`src/hdl/lpr_pkg.sv`:
```
`timescale 1ns / 1ps

package lpr_pkg;

  // default sizes
  localparam int MAX_FRAMES_DEF = 8;
  localparam int PAGE_BITS_DEF  = 16;

  // fixed field widths
  localparam int PAGE_W   = 16;
  localparam int FRAME_W  = 3;
  localparam int FAULTS_W = 32;
  localparam int CFG_W    = 4;
  localparam int OUT_W    = 56;

  // register map
  localparam logic REG_FRAMES_IN_USE = 1'b0;
  localparam logic [CFG_W-1:0] FRAMES_RESET = 4'd8;

  // flags rippled along the row of frame cells
  typedef struct packed {
    logic hit;    // a lower active frame already matched
    logic empty;  // a lower active frame is empty
    logic best;   // a victim candidate has been taken
  } lpr_flags_t;

endpackage

```
`src/hdl/lpr_cell.sv`:
```
`timescale 1ns / 1ps

module lpr_cell import lpr_pkg::*; #(
  parameter int MAX_FRAMES = MAX_FRAMES_DEF,
  parameter int PAGE_BITS  = PAGE_BITS_DEF,
  parameter int INDEX      = 0
) (
  input  logic                  clk,
  input  logic                  rst,
  input  logic                  active,
  input  logic [PAGE_BITS-1:0]  in_page,
  // chain from the lower neighbor
  input  lpr_flags_t            flags_in,
  input  logic [((MAX_FRAMES > 1) ? $clog2(MAX_FRAMES) : 1)-1:0] hit_idx_in,
  input  logic [((MAX_FRAMES > 1) ? $clog2(MAX_FRAMES) : 1)-1:0] hit_rank_in,
  input  logic [((MAX_FRAMES > 1) ? $clog2(MAX_FRAMES) : 1)-1:0] empty_idx_in,
  input  logic [((MAX_FRAMES > 1) ? $clog2(MAX_FRAMES) : 1)-1:0] best_idx_in,
  input  logic [((MAX_FRAMES > 1) ? $clog2(MAX_FRAMES) : 1)-1:0] best_rank_in,
  input  logic [PAGE_BITS-1:0]  best_page_in,
  // chain to the upper neighbor
  output lpr_flags_t            flags_out,
  output logic [((MAX_FRAMES > 1) ? $clog2(MAX_FRAMES) : 1)-1:0] hit_idx_out,
  output logic [((MAX_FRAMES > 1) ? $clog2(MAX_FRAMES) : 1)-1:0] hit_rank_out,
  output logic [((MAX_FRAMES > 1) ? $clog2(MAX_FRAMES) : 1)-1:0] empty_idx_out,
  output logic [((MAX_FRAMES > 1) ? $clog2(MAX_FRAMES) : 1)-1:0] best_idx_out,
  output logic [((MAX_FRAMES > 1) ? $clog2(MAX_FRAMES) : 1)-1:0] best_rank_out,
  output logic [PAGE_BITS-1:0]  best_page_out,
  // update broadcast
  input  logic                  upd_en,
  input  logic                  upd_fill,
  input  logic [((MAX_FRAMES > 1) ? $clog2(MAX_FRAMES) : 1)-1:0] upd_idx,
  input  logic [$clog2(MAX_FRAMES+1)-1:0] upd_old_rank
);

  localparam int IW = (MAX_FRAMES > 1) ? $clog2(MAX_FRAMES) : 1;
  localparam int OW = $clog2(MAX_FRAMES + 1);
  localparam logic [IW-1:0] MY_IDX   = IW'(INDEX);
  localparam logic [IW-1:0] RANK_MAX = IW'(MAX_FRAMES - 1);

  logic [PAGE_BITS-1:0] page;
  logic                 valid;
  logic [IW-1:0]        rank;

  logic match, is_empty, take;

  always_comb begin
    match    = active && valid && (page == in_page);
    is_empty = active && !valid;
    take     = active && (!flags_in.best || (rank > best_rank_in));

    flags_out.hit   = flags_in.hit | match;
    flags_out.empty = flags_in.empty | is_empty;
    flags_out.best  = flags_in.best | take;

    hit_idx_out   = flags_in.hit ? hit_idx_in : MY_IDX;
    hit_rank_out  = flags_in.hit ? hit_rank_in : rank;
    empty_idx_out = flags_in.empty ? empty_idx_in : MY_IDX;
    best_idx_out  = take ? MY_IDX : best_idx_in;
    best_rank_out = take ? rank : best_rank_in;
    best_page_out = take ? page : best_page_in;
  end

  always_ff @(posedge clk) begin
    if (rst) begin
      valid <= 1'b0;
      rank  <= '0;
    end else if (upd_en) begin
      if (upd_idx == MY_IDX) begin
        rank <= '0;
        if (upd_fill) begin
          valid <= 1'b1;
        end
      end else if (valid && (OW'(rank) < upd_old_rank) && (rank < RANK_MAX)) begin
        rank <= rank + 1'b1;
      end
    end
  end

  always_ff @(posedge clk) begin
    if (upd_en && upd_fill && (upd_idx == MY_IDX)) begin
      page <= in_page;
    end
  end

endmodule

```
`src/hdl/lru_page_replacement.sv`:
```
`timescale 1ns / 1ps

// lru page replacement table
//
// input stream (s_*): one page reference per word, tdata[15:0] = page
// output stream (m_*): one result word per reference, fields listed at the port
// config (apb): frames_in_use at byte address 0, values 0 and above the frame
//   count are clamped; write it only while no reference is in flight
//
// a reference is taken into a one-word holding register, resolved across the
// row of frame cells (match, first empty, oldest rank ripple through the row)
// and written to the output register once the output word is free; one
// reference is taken per cycle while the output is drained, and the ripple
// through the cell row sets the cycle time
//
// when the receiver stalls the output word holds, the holding register fills
// and s_tready drops until the output word is taken
//
// reset (rst, synchronous) empties all frames, clears ranks and the fault
// count and sets frames_in_use to 8; there is no clearing sweep
module lru_page_replacement import lpr_pkg::*; #(
  parameter int MAX_FRAMES = MAX_FRAMES_DEF,
  parameter int PAGE_BITS  = PAGE_BITS_DEF
) (
  input  logic              clk,
  input  logic              rst,
  // reference stream
  input  logic              s_tvalid,
  output logic              s_tready,
  input  logic [PAGE_W-1:0] s_tdata,   // [15:0] page
  // result stream
  output logic              m_tvalid,
  input  logic              m_tready,
  output logic [OUT_W-1:0]  m_tdata,   // [0] hit, [3:1] frame, [4] evicted,
                                       // [20:5] victim_page, [52:21] faults, zero fill
  // config port
  input  logic              psel,
  input  logic              penable,
  input  logic              pwrite,
  input  logic [2:0]        paddr,
  input  logic [31:0]       pwdata,
  output logic [31:0]       prdata,
  output logic              pready
);

  localparam int IW = (MAX_FRAMES > 1) ? $clog2(MAX_FRAMES) : 1;
  localparam int OW = $clog2(MAX_FRAMES + 1);

  // config register
  logic [CFG_W-1:0] frames_in_use;
  logic [OW-1:0]    n_eff;
  logic [MAX_FRAMES-1:0] active;

  assign pready = 1'b1;

  always_ff @(posedge clk) begin
    if (rst) begin
      frames_in_use <= FRAMES_RESET;
    end else if (psel && penable && pwrite && (paddr[2] == REG_FRAMES_IN_USE)) begin
      frames_in_use <= pwdata[CFG_W-1:0];
    end
  end

  always_comb begin
    if (paddr[2] == REG_FRAMES_IN_USE) begin
      prdata = {{(32-CFG_W){1'b0}}, frames_in_use};
    end else begin
      prdata = '0;
    end
  end

  // clamp the active frame count to 1..MAX_FRAMES
  always_comb begin
    if (frames_in_use == '0) begin
      n_eff = OW'(1);
    end else if (32'(frames_in_use) > 32'(MAX_FRAMES)) begin
      n_eff = OW'(MAX_FRAMES);
    end else begin
      n_eff = OW'(32'(frames_in_use));
    end
    for (int i = 0; i < MAX_FRAMES; i++) begin
      active[i] = 32'(i) < 32'(n_eff);
    end
  end

  // holding register and handshake
  logic                 work_valid;
  logic [PAGE_BITS-1:0] work_page;
  logic                 go;

  assign go       = work_valid && (!m_tvalid || m_tready);
  assign s_tready = !work_valid || go;

  always_ff @(posedge clk) begin
    if (rst) begin
      work_valid <= 1'b0;
    end else if (s_tready) begin
      work_valid <= s_tvalid;
    end
  end

  always_ff @(posedge clk) begin
    if (s_tready && s_tvalid) begin
      work_page <= PAGE_BITS'(32'(s_tdata));
    end
  end

  // cell row
  lpr_flags_t           c_flags     [MAX_FRAMES+1];
  logic [IW-1:0]        c_hit_idx   [MAX_FRAMES+1];
  logic [IW-1:0]        c_hit_rank  [MAX_FRAMES+1];
  logic [IW-1:0]        c_empty_idx [MAX_FRAMES+1];
  logic [IW-1:0]        c_best_idx  [MAX_FRAMES+1];
  logic [IW-1:0]        c_best_rank [MAX_FRAMES+1];
  logic [PAGE_BITS-1:0] c_best_page [MAX_FRAMES+1];

  logic                 upd_fill;
  logic [IW-1:0]        upd_idx;
  logic [OW-1:0]        upd_old_rank;

  assign c_flags[0]     = '0;
  assign c_hit_idx[0]   = '0;
  assign c_hit_rank[0]  = '0;
  assign c_empty_idx[0] = '0;
  assign c_best_idx[0]  = '0;
  assign c_best_rank[0] = '0;
  assign c_best_page[0] = '0;

  for (genvar g = 0; g < MAX_FRAMES; g++) begin : g_cell
    lpr_cell #(
      .MAX_FRAMES (MAX_FRAMES),
      .PAGE_BITS  (PAGE_BITS),
      .INDEX      (g)
    ) u_cell (
      .clk           (clk),
      .rst           (rst),
      .active        (active[g]),
      .in_page       (work_page),
      .flags_in      (c_flags[g]),
      .hit_idx_in    (c_hit_idx[g]),
      .hit_rank_in   (c_hit_rank[g]),
      .empty_idx_in  (c_empty_idx[g]),
      .best_idx_in   (c_best_idx[g]),
      .best_rank_in  (c_best_rank[g]),
      .best_page_in  (c_best_page[g]),
      .flags_out     (c_flags[g+1]),
      .hit_idx_out   (c_hit_idx[g+1]),
      .hit_rank_out  (c_hit_rank[g+1]),
      .empty_idx_out (c_empty_idx[g+1]),
      .best_idx_out  (c_best_idx[g+1]),
      .best_rank_out (c_best_rank[g+1]),
      .best_page_out (c_best_page[g+1]),
      .upd_en        (go),
      .upd_fill      (upd_fill),
      .upd_idx       (upd_idx),
      .upd_old_rank  (upd_old_rank)
    );
  end

  // decision from the end of the row: hit, else first empty, else oldest
  lpr_flags_t fin;
  logic       evict;

  always_comb begin
    fin      = c_flags[MAX_FRAMES];
    upd_fill = !fin.hit;
    evict    = !fin.hit && !fin.empty;
    if (fin.hit) begin
      upd_idx      = c_hit_idx[MAX_FRAMES];
      upd_old_rank = OW'(c_hit_rank[MAX_FRAMES]);
    end else if (fin.empty) begin
      // new frame: every younger valid frame ages
      upd_idx      = c_empty_idx[MAX_FRAMES];
      upd_old_rank = OW'(MAX_FRAMES);
    end else begin
      upd_idx      = c_best_idx[MAX_FRAMES];
      upd_old_rank = OW'(c_best_rank[MAX_FRAMES]);
    end
  end

  // fault counter, saturating
  logic [FAULTS_W-1:0] fault_total;
  logic [FAULTS_W-1:0] fault_total_next;

  always_comb begin
    if (!fin.hit && (fault_total != '1)) begin
      fault_total_next = fault_total + 1'b1;
    end else begin
      fault_total_next = fault_total;
    end
  end

  always_ff @(posedge clk) begin
    if (rst) begin
      fault_total <= '0;
    end else if (go) begin
      fault_total <= fault_total_next;
    end
  end

  // output register
  logic [PAGE_W-1:0]  victim_page;
  logic [FRAME_W-1:0] frame;

  always_comb begin
    frame       = FRAME_W'(32'(upd_idx));
    victim_page = evict ? PAGE_W'(32'(c_best_page[MAX_FRAMES])) : '0;
  end

  always_ff @(posedge clk) begin
    if (rst) begin
      m_tvalid <= 1'b0;
    end else if (go) begin
      m_tvalid <= 1'b1;
    end else if (m_tready) begin
      m_tvalid <= 1'b0;
    end
  end

  always_ff @(posedge clk) begin
    if (go) begin
      m_tdata <= {3'b000, fault_total_next, victim_page, evict, frame, fin.hit};
    end
  end

endmodule
```
`config.mk`:
```
export PLATFORM = sky130hd
export DESIGN_NAME = lru_page_replacement
export DESIGN_NICKNAME = d
export VERILOG_FILES = /design/src/hdl/lpr_pkg.sv /design/src/hdl/lpr_cell.sv /design/src/hdl/lru_page_replacement.sv
export SDC_FILE = /design/constraint.sdc
export NUM_CORES = 1
export LEC_CHECK = 0
export ABC_AREA = 1
export BUFFER_PORTS_ARGS = -buffer_cell sky130_fd_sc_hd__clkbuf_2
export CORE_MARGIN = 10
export CORE_UTILIZATION = 40
export CTS_CLUSTER_SIZE = 24
export DETAILED_ROUTE_END_ITERATION = 10
export PLACE_DENSITY_LB_ADDON = 0.1
export SLEW_MARGIN = 5
export SYNTH_ARGS = -nofsm -noshare
export SYNTH_HDL_FRONTEND = slang
export SYNTH_HIERARCHICAL = 1
export SYNTH_SLANG_ARGS = --single-unit
```
`constraint.sdc`:
```
create_clock -name clk -period 16.45 [get_ports clk]
set_input_delay 0.8225 -clock clk [delete_from_list [all_inputs] [get_ports clk]]
set_output_delay 0.8225 -clock clk [all_outputs]
set_load 0.01 [all_outputs]
```
# After elaboration in Yosys (flattened, before gate mapping)
# Cells that the tools add are included.
# totals
inputBits	58
ff_bits	267
out_inout_bits	91
word_cells	298
# op_classes
n_eq_ne	16
bitwise	22
n_mux	70
order_cmp	32
addsub	9
reduce_logical	118
# op_table
op	count
two-way mux 3 bit	45
== test 16 bit	8
two-way mux 16 bit	8
logical AND 1 bit	63
adder 32 x 1 -> 32 bit (second input constant)	1
less-than comparator 3 x 4 -> 1 bit	8
two-way mux 32 bit	1
!= test 32 bit (second input constant)	1
adder 3 x 1 -> 3 bit (second input constant)	8
less-than comparator 3 bit (second input constant)	8
AND reduction 3 bit	8
greater-than comparator 3 bit	7
two-way mux 4 bit	5
OR 1 bit	20
logical NOT 1 bit	19
nonzero test 2 bit	9
less-than comparator 3 x 4 -> 1 bit (first input constant)	4
AND reduction 2 bit	8
== test 3 bit (second input constant)	4
two-way mux 2 bit	6
logical OR 1 bit	9
less-than comparator 1 x 4 -> 1 bit (first input constant)	2
less-than comparator 2 x 4 -> 1 bit (first input constant)	2
== test 3 x 2 -> 1 bit (second input constant)	2
other kinds (6)	11

# Depth between registers and ports, before layout
# logic_depth
depth_word	40
depth_mapped	83
depth_no_buf	82

# Cells and area by module
# Netlist, hierarchy kept.
# by_module_without_submodules
module	seq_area_each_um2	instances	area_each_um2	cells_per_inst
lru_page_replacement	2832.7	1	5545.3	685
lpr_cell (g_cell[3].u_cell ...)	560.5	2	1525.2	211
lpr_cell (g_cell[1].u_cell ...)	560.5	2	1521.5	213
lpr_cell (g_cell[0].u_cell)	560.5	1	1540.2	217
lpr_cell (g_cell[7].u_cell)	560.5	1	1529.0	210
lpr_cell (g_cell[4].u_cell)	560.5	1	1526.5	213
lpr_cell (g_cell[5].u_cell)	560.5	1	1526.5	216

# Worst setup path before layout
# Ideal clock, no wire load.
# synth_timing
kind	reg-to-reg
startpoint	register g_cell[0].u_cell.rank[1]
endpoint	register g_cell[0].u_cell.page[0], enable pin
synth_period_minus_slack_ps	8937
stages_incl_launch_ff	69
n_path_buf	7
t_arrival_ps	8570
setup_slack_ps	7513
t_required_ps	16083
setup_time_ps	367
path_cell_list	dfxtp_1 -> inv_1 -> o21ai_2 -> inv_1 -> ha_1 -> nand3_1 -> nand2_1 -> nand2_2 -> nand2_2 -> nand2_4 -> buf_12 -> o21ai_2 -> inv_1 -> ha_1 -> nand3_1 -> nand2_1 -> nand2_2 -> nand2_2 -> [... 33 more ...] -> nand2_2 -> a21oi_2 -> buf_4 -> o21ai_0 -> inv_1 -> ha_1 -> a21oi_1 -> nand2_1 -> nand2_2 -> nand2_4 -> nand2_4 -> buf_6 -> nand2_1 -> nand2_1 -> nand3_1 -> nor2_1 -> nand4_1 -> inv_1
# synth_lines
element	line	text
start: declaration	lpr_cell.sv:42	logic [IW-1:0] rank;
start signal: assignment	lpr_cell.sv:74	rank <= rank + 1'b1;
end signal: assignment	lpr_cell.sv:81	page <= in_page;
end: declaration	lpr_cell.sv:40	logic [PAGE_BITS-1:0] page;

==> summary.md <==
| Metric | Value |
|---|---|
| Status | `finished, final reports clean` |
| DR pass1 iterations | `5` |
| Most frequent cell on the critical path | `nand2_1` |
| Diode count | `0` |
| Final setup fails | `0` |
| Clk_lat worst skew | `0.54 ns` |
| Yosys Warn Count | `6` |
| Pwr Total | `1.87 mW` |
| Leak Pwr | `9.33 nW` |
| CP arrival | `12.15 ns` |
| CP Launch Type | `flip-flop` |
| Max-Cap Viols | `0` |
| Worst EP required | `16.62 ns` |
| Post-synth design cell area | `17800 um2` |
| Postcts setup bufs | `0` |
| First-pass GRT wire length | `70900 um` |
| Dpl hpwl | `32600 um` |
| Largest net degree at the start of global routing | `72` |
| Num Clock Sinks | `267` |
| Via density | `4.58` |
| Crit path time final | `11.98 ns` |
| Clock Pin Slew Worst Setup and Hold Paths | `0.06 ns` |
| Final net count | `2632` |
| Final Wtd Congestion | `0.857` |
| Final worst path period share | `72.8%` |
| IO Count | `149` |
| WP buf/inv | `8` |
| Wire per inst | `13.9 um` |
| Worst slack at placement | `4.37 ns` |
| Final Max Tran Viols | `0` |
| Post-CTS Resized | `0` |
| Slew @ Worst Pin | `1.02 ns` |
| Core box area | `44000 um2` |
| Starting Density | `40.3%` |
| H-tree depth reported by CTS | `2` |
| # rows | `77` |
| GRT Util Overall | `16.2%` |
| Synth-to-Final Area Change | `11.0%` |
| CTS tree | `built` |
| Crit Path Class | `reg2reg` |
| Initial antenna violation count | `0` |
| Final Skew | `0.0186 ns` |
| CTS Hold Bufs | `0` |
| Hold WS | `0.450 ns` |
| Worst setup margin | `4.47 ns` |
| IO Port Bufs | `86` |
| Vias | `14393` |
| Crit-path max FO | `32` |
| CP max-delay cell | `dfxtp_1` |
| Chip height | `231 um` |
| Synth Area per Inst | `7.43 um2` |
| Clk root buf | `clkbuf_16` |
| Critical Path End Type | `flip-flop` |
| Die Footprint | `53200 um2` |
| Family with the most delay on the worst path | `simple AND/OR/NAND/NOR gates` |
| RSZ-0062 raised after global routing | `no` |
| Pwr Density | `95.0 nW/um2` |
| Routed WL | `43600 um` |
| First-iteration detailed-routing DRC count | `841` |
| Setup TNS Final | `0 ns` |
| Post-DRT Antenna Nets | `0` |
| Rel. slew slack | `31.6%` |
| Fill cells | `4481` |
| Fmax | `0.0835 GHz` |
| Worst min-delay path class | `in2reg` |
| Final number of hold-violating endpoints | `0` |
| GRT Residual Overflow | `0` |
| DRC Markers | `0` |
| Deepest clock path buffer count | `3` |
| Vias in the first global route | `13851` |
| CTS Buf Count | `35` |
| Cell count after synthesis | `2388` |
| Die X-Extent | `231 um` |
| CP max stage delay | `0.75 ns` |
| Layout cell share with drive strength beyond 1 | `13.9%` |
| Maximum resistive drop on vdd | `0.0832 mV` |
## area by class of cell
type | instances | area [um2] | share of cell area [%]
clock buffers | 42 | 933 | 4.74
clock inverters | 21 | 130 | 0.660
inverters | 404 | 1520 | 7.71
multi-input cells | 1713 | 8500 | 43.1
flip-flops and latches | 267 | 7320 | 37.1
well taps | 592 | 741 | 3.76
repair buffers | 104 | 566 | 2.87
## stage by stage
step | util, % | instances | instance area, um2
detailed placement | 42.4 | 3080 | 18600
global route | 44.8 | 3143 | 19700
global placement | 42.4 | 3080 | 18600
CTS | 44.8 | 3143 | 19700
finish | 44.8 | 3143 | 19700
floorplan | - | 2462 | 18000
## final timing paths
kind / start / end / slack [ns] / cells past startpoint
worst max-delay path: frames_in_use[3]$_SDFFE_PP1P_ / g_cell[2].u_cell/page[8]$_DFFE_PP_ / 4.47 / 59
worst min-delay path: s_tdata[13] / work_page[13]$_DFFE_PP_ / 0.45 / 1
worst max register to register: frames_in_use[3]$_SDFFE_PP1P_ / g_cell[2].u_cell/page[8]$_DFFE_PP_ / 4.47 / 59
worst min register to register: g_cell[1].u_cell/valid$_SDFFE_PP0P_ / g_cell[1].u_cell/valid$_SDFFE_PP0P_ / 0.49 / 2
## layout by cell type, fill, tap and decap left out, drive strengths merged, types with 6 or more instances in the layout
cell type  instances
nand3            123
buf               18
xnor2             48
o21ai            152
clkbuf           128
xor2              19
nand2            852
clkinvlp           6
ha                49
dfxtp             70
inv              403
edfxtp           197
nor2             211
nand4             37
clkinv            16
conb              76
a21oi             82
or2               39
nand3b            15
## metal layers
metal	global-route usage, %	wire length, um	share of wire (%)
met5	0	0	0
met2	25.2	19200	44
met4	4.34	781	1.8
met3	2.75	1910	4.4
met1	22.7	21700	50
## worst reg2reg max path: cells and delay by family (launching register included)
kind | cells | cell delay [ns]
and+or+nand+nor | 32 | 4.09
DFF | 1 | 0.75
buffers and inverters | 8 | 1.14
adders and majority gates | 6 | 1.93
AOI/OAI and AO/OA | 13 | 3.70
## state kept, by name (all words and copies together), names as in the netlist
register             flops
fault_total             32
frames_in_use            4
g_cell.u_cell/page     128
g_cell.u_cell/rank      24
g_cell.u_cell/valid      8
m_tdata                 53
m_tvalid                 1
work_page               16
work_valid               1
## where the power goes
group | switching (mW) | total, mW | internal [mW]
logic | 0.275 | 0.409 | 0.134
registers | 0.0150 | 0.758 | 0.743
clock network | 0.299 | 0.706 | 0.407
No activity file was read; power rests on OpenSTA's default activity.
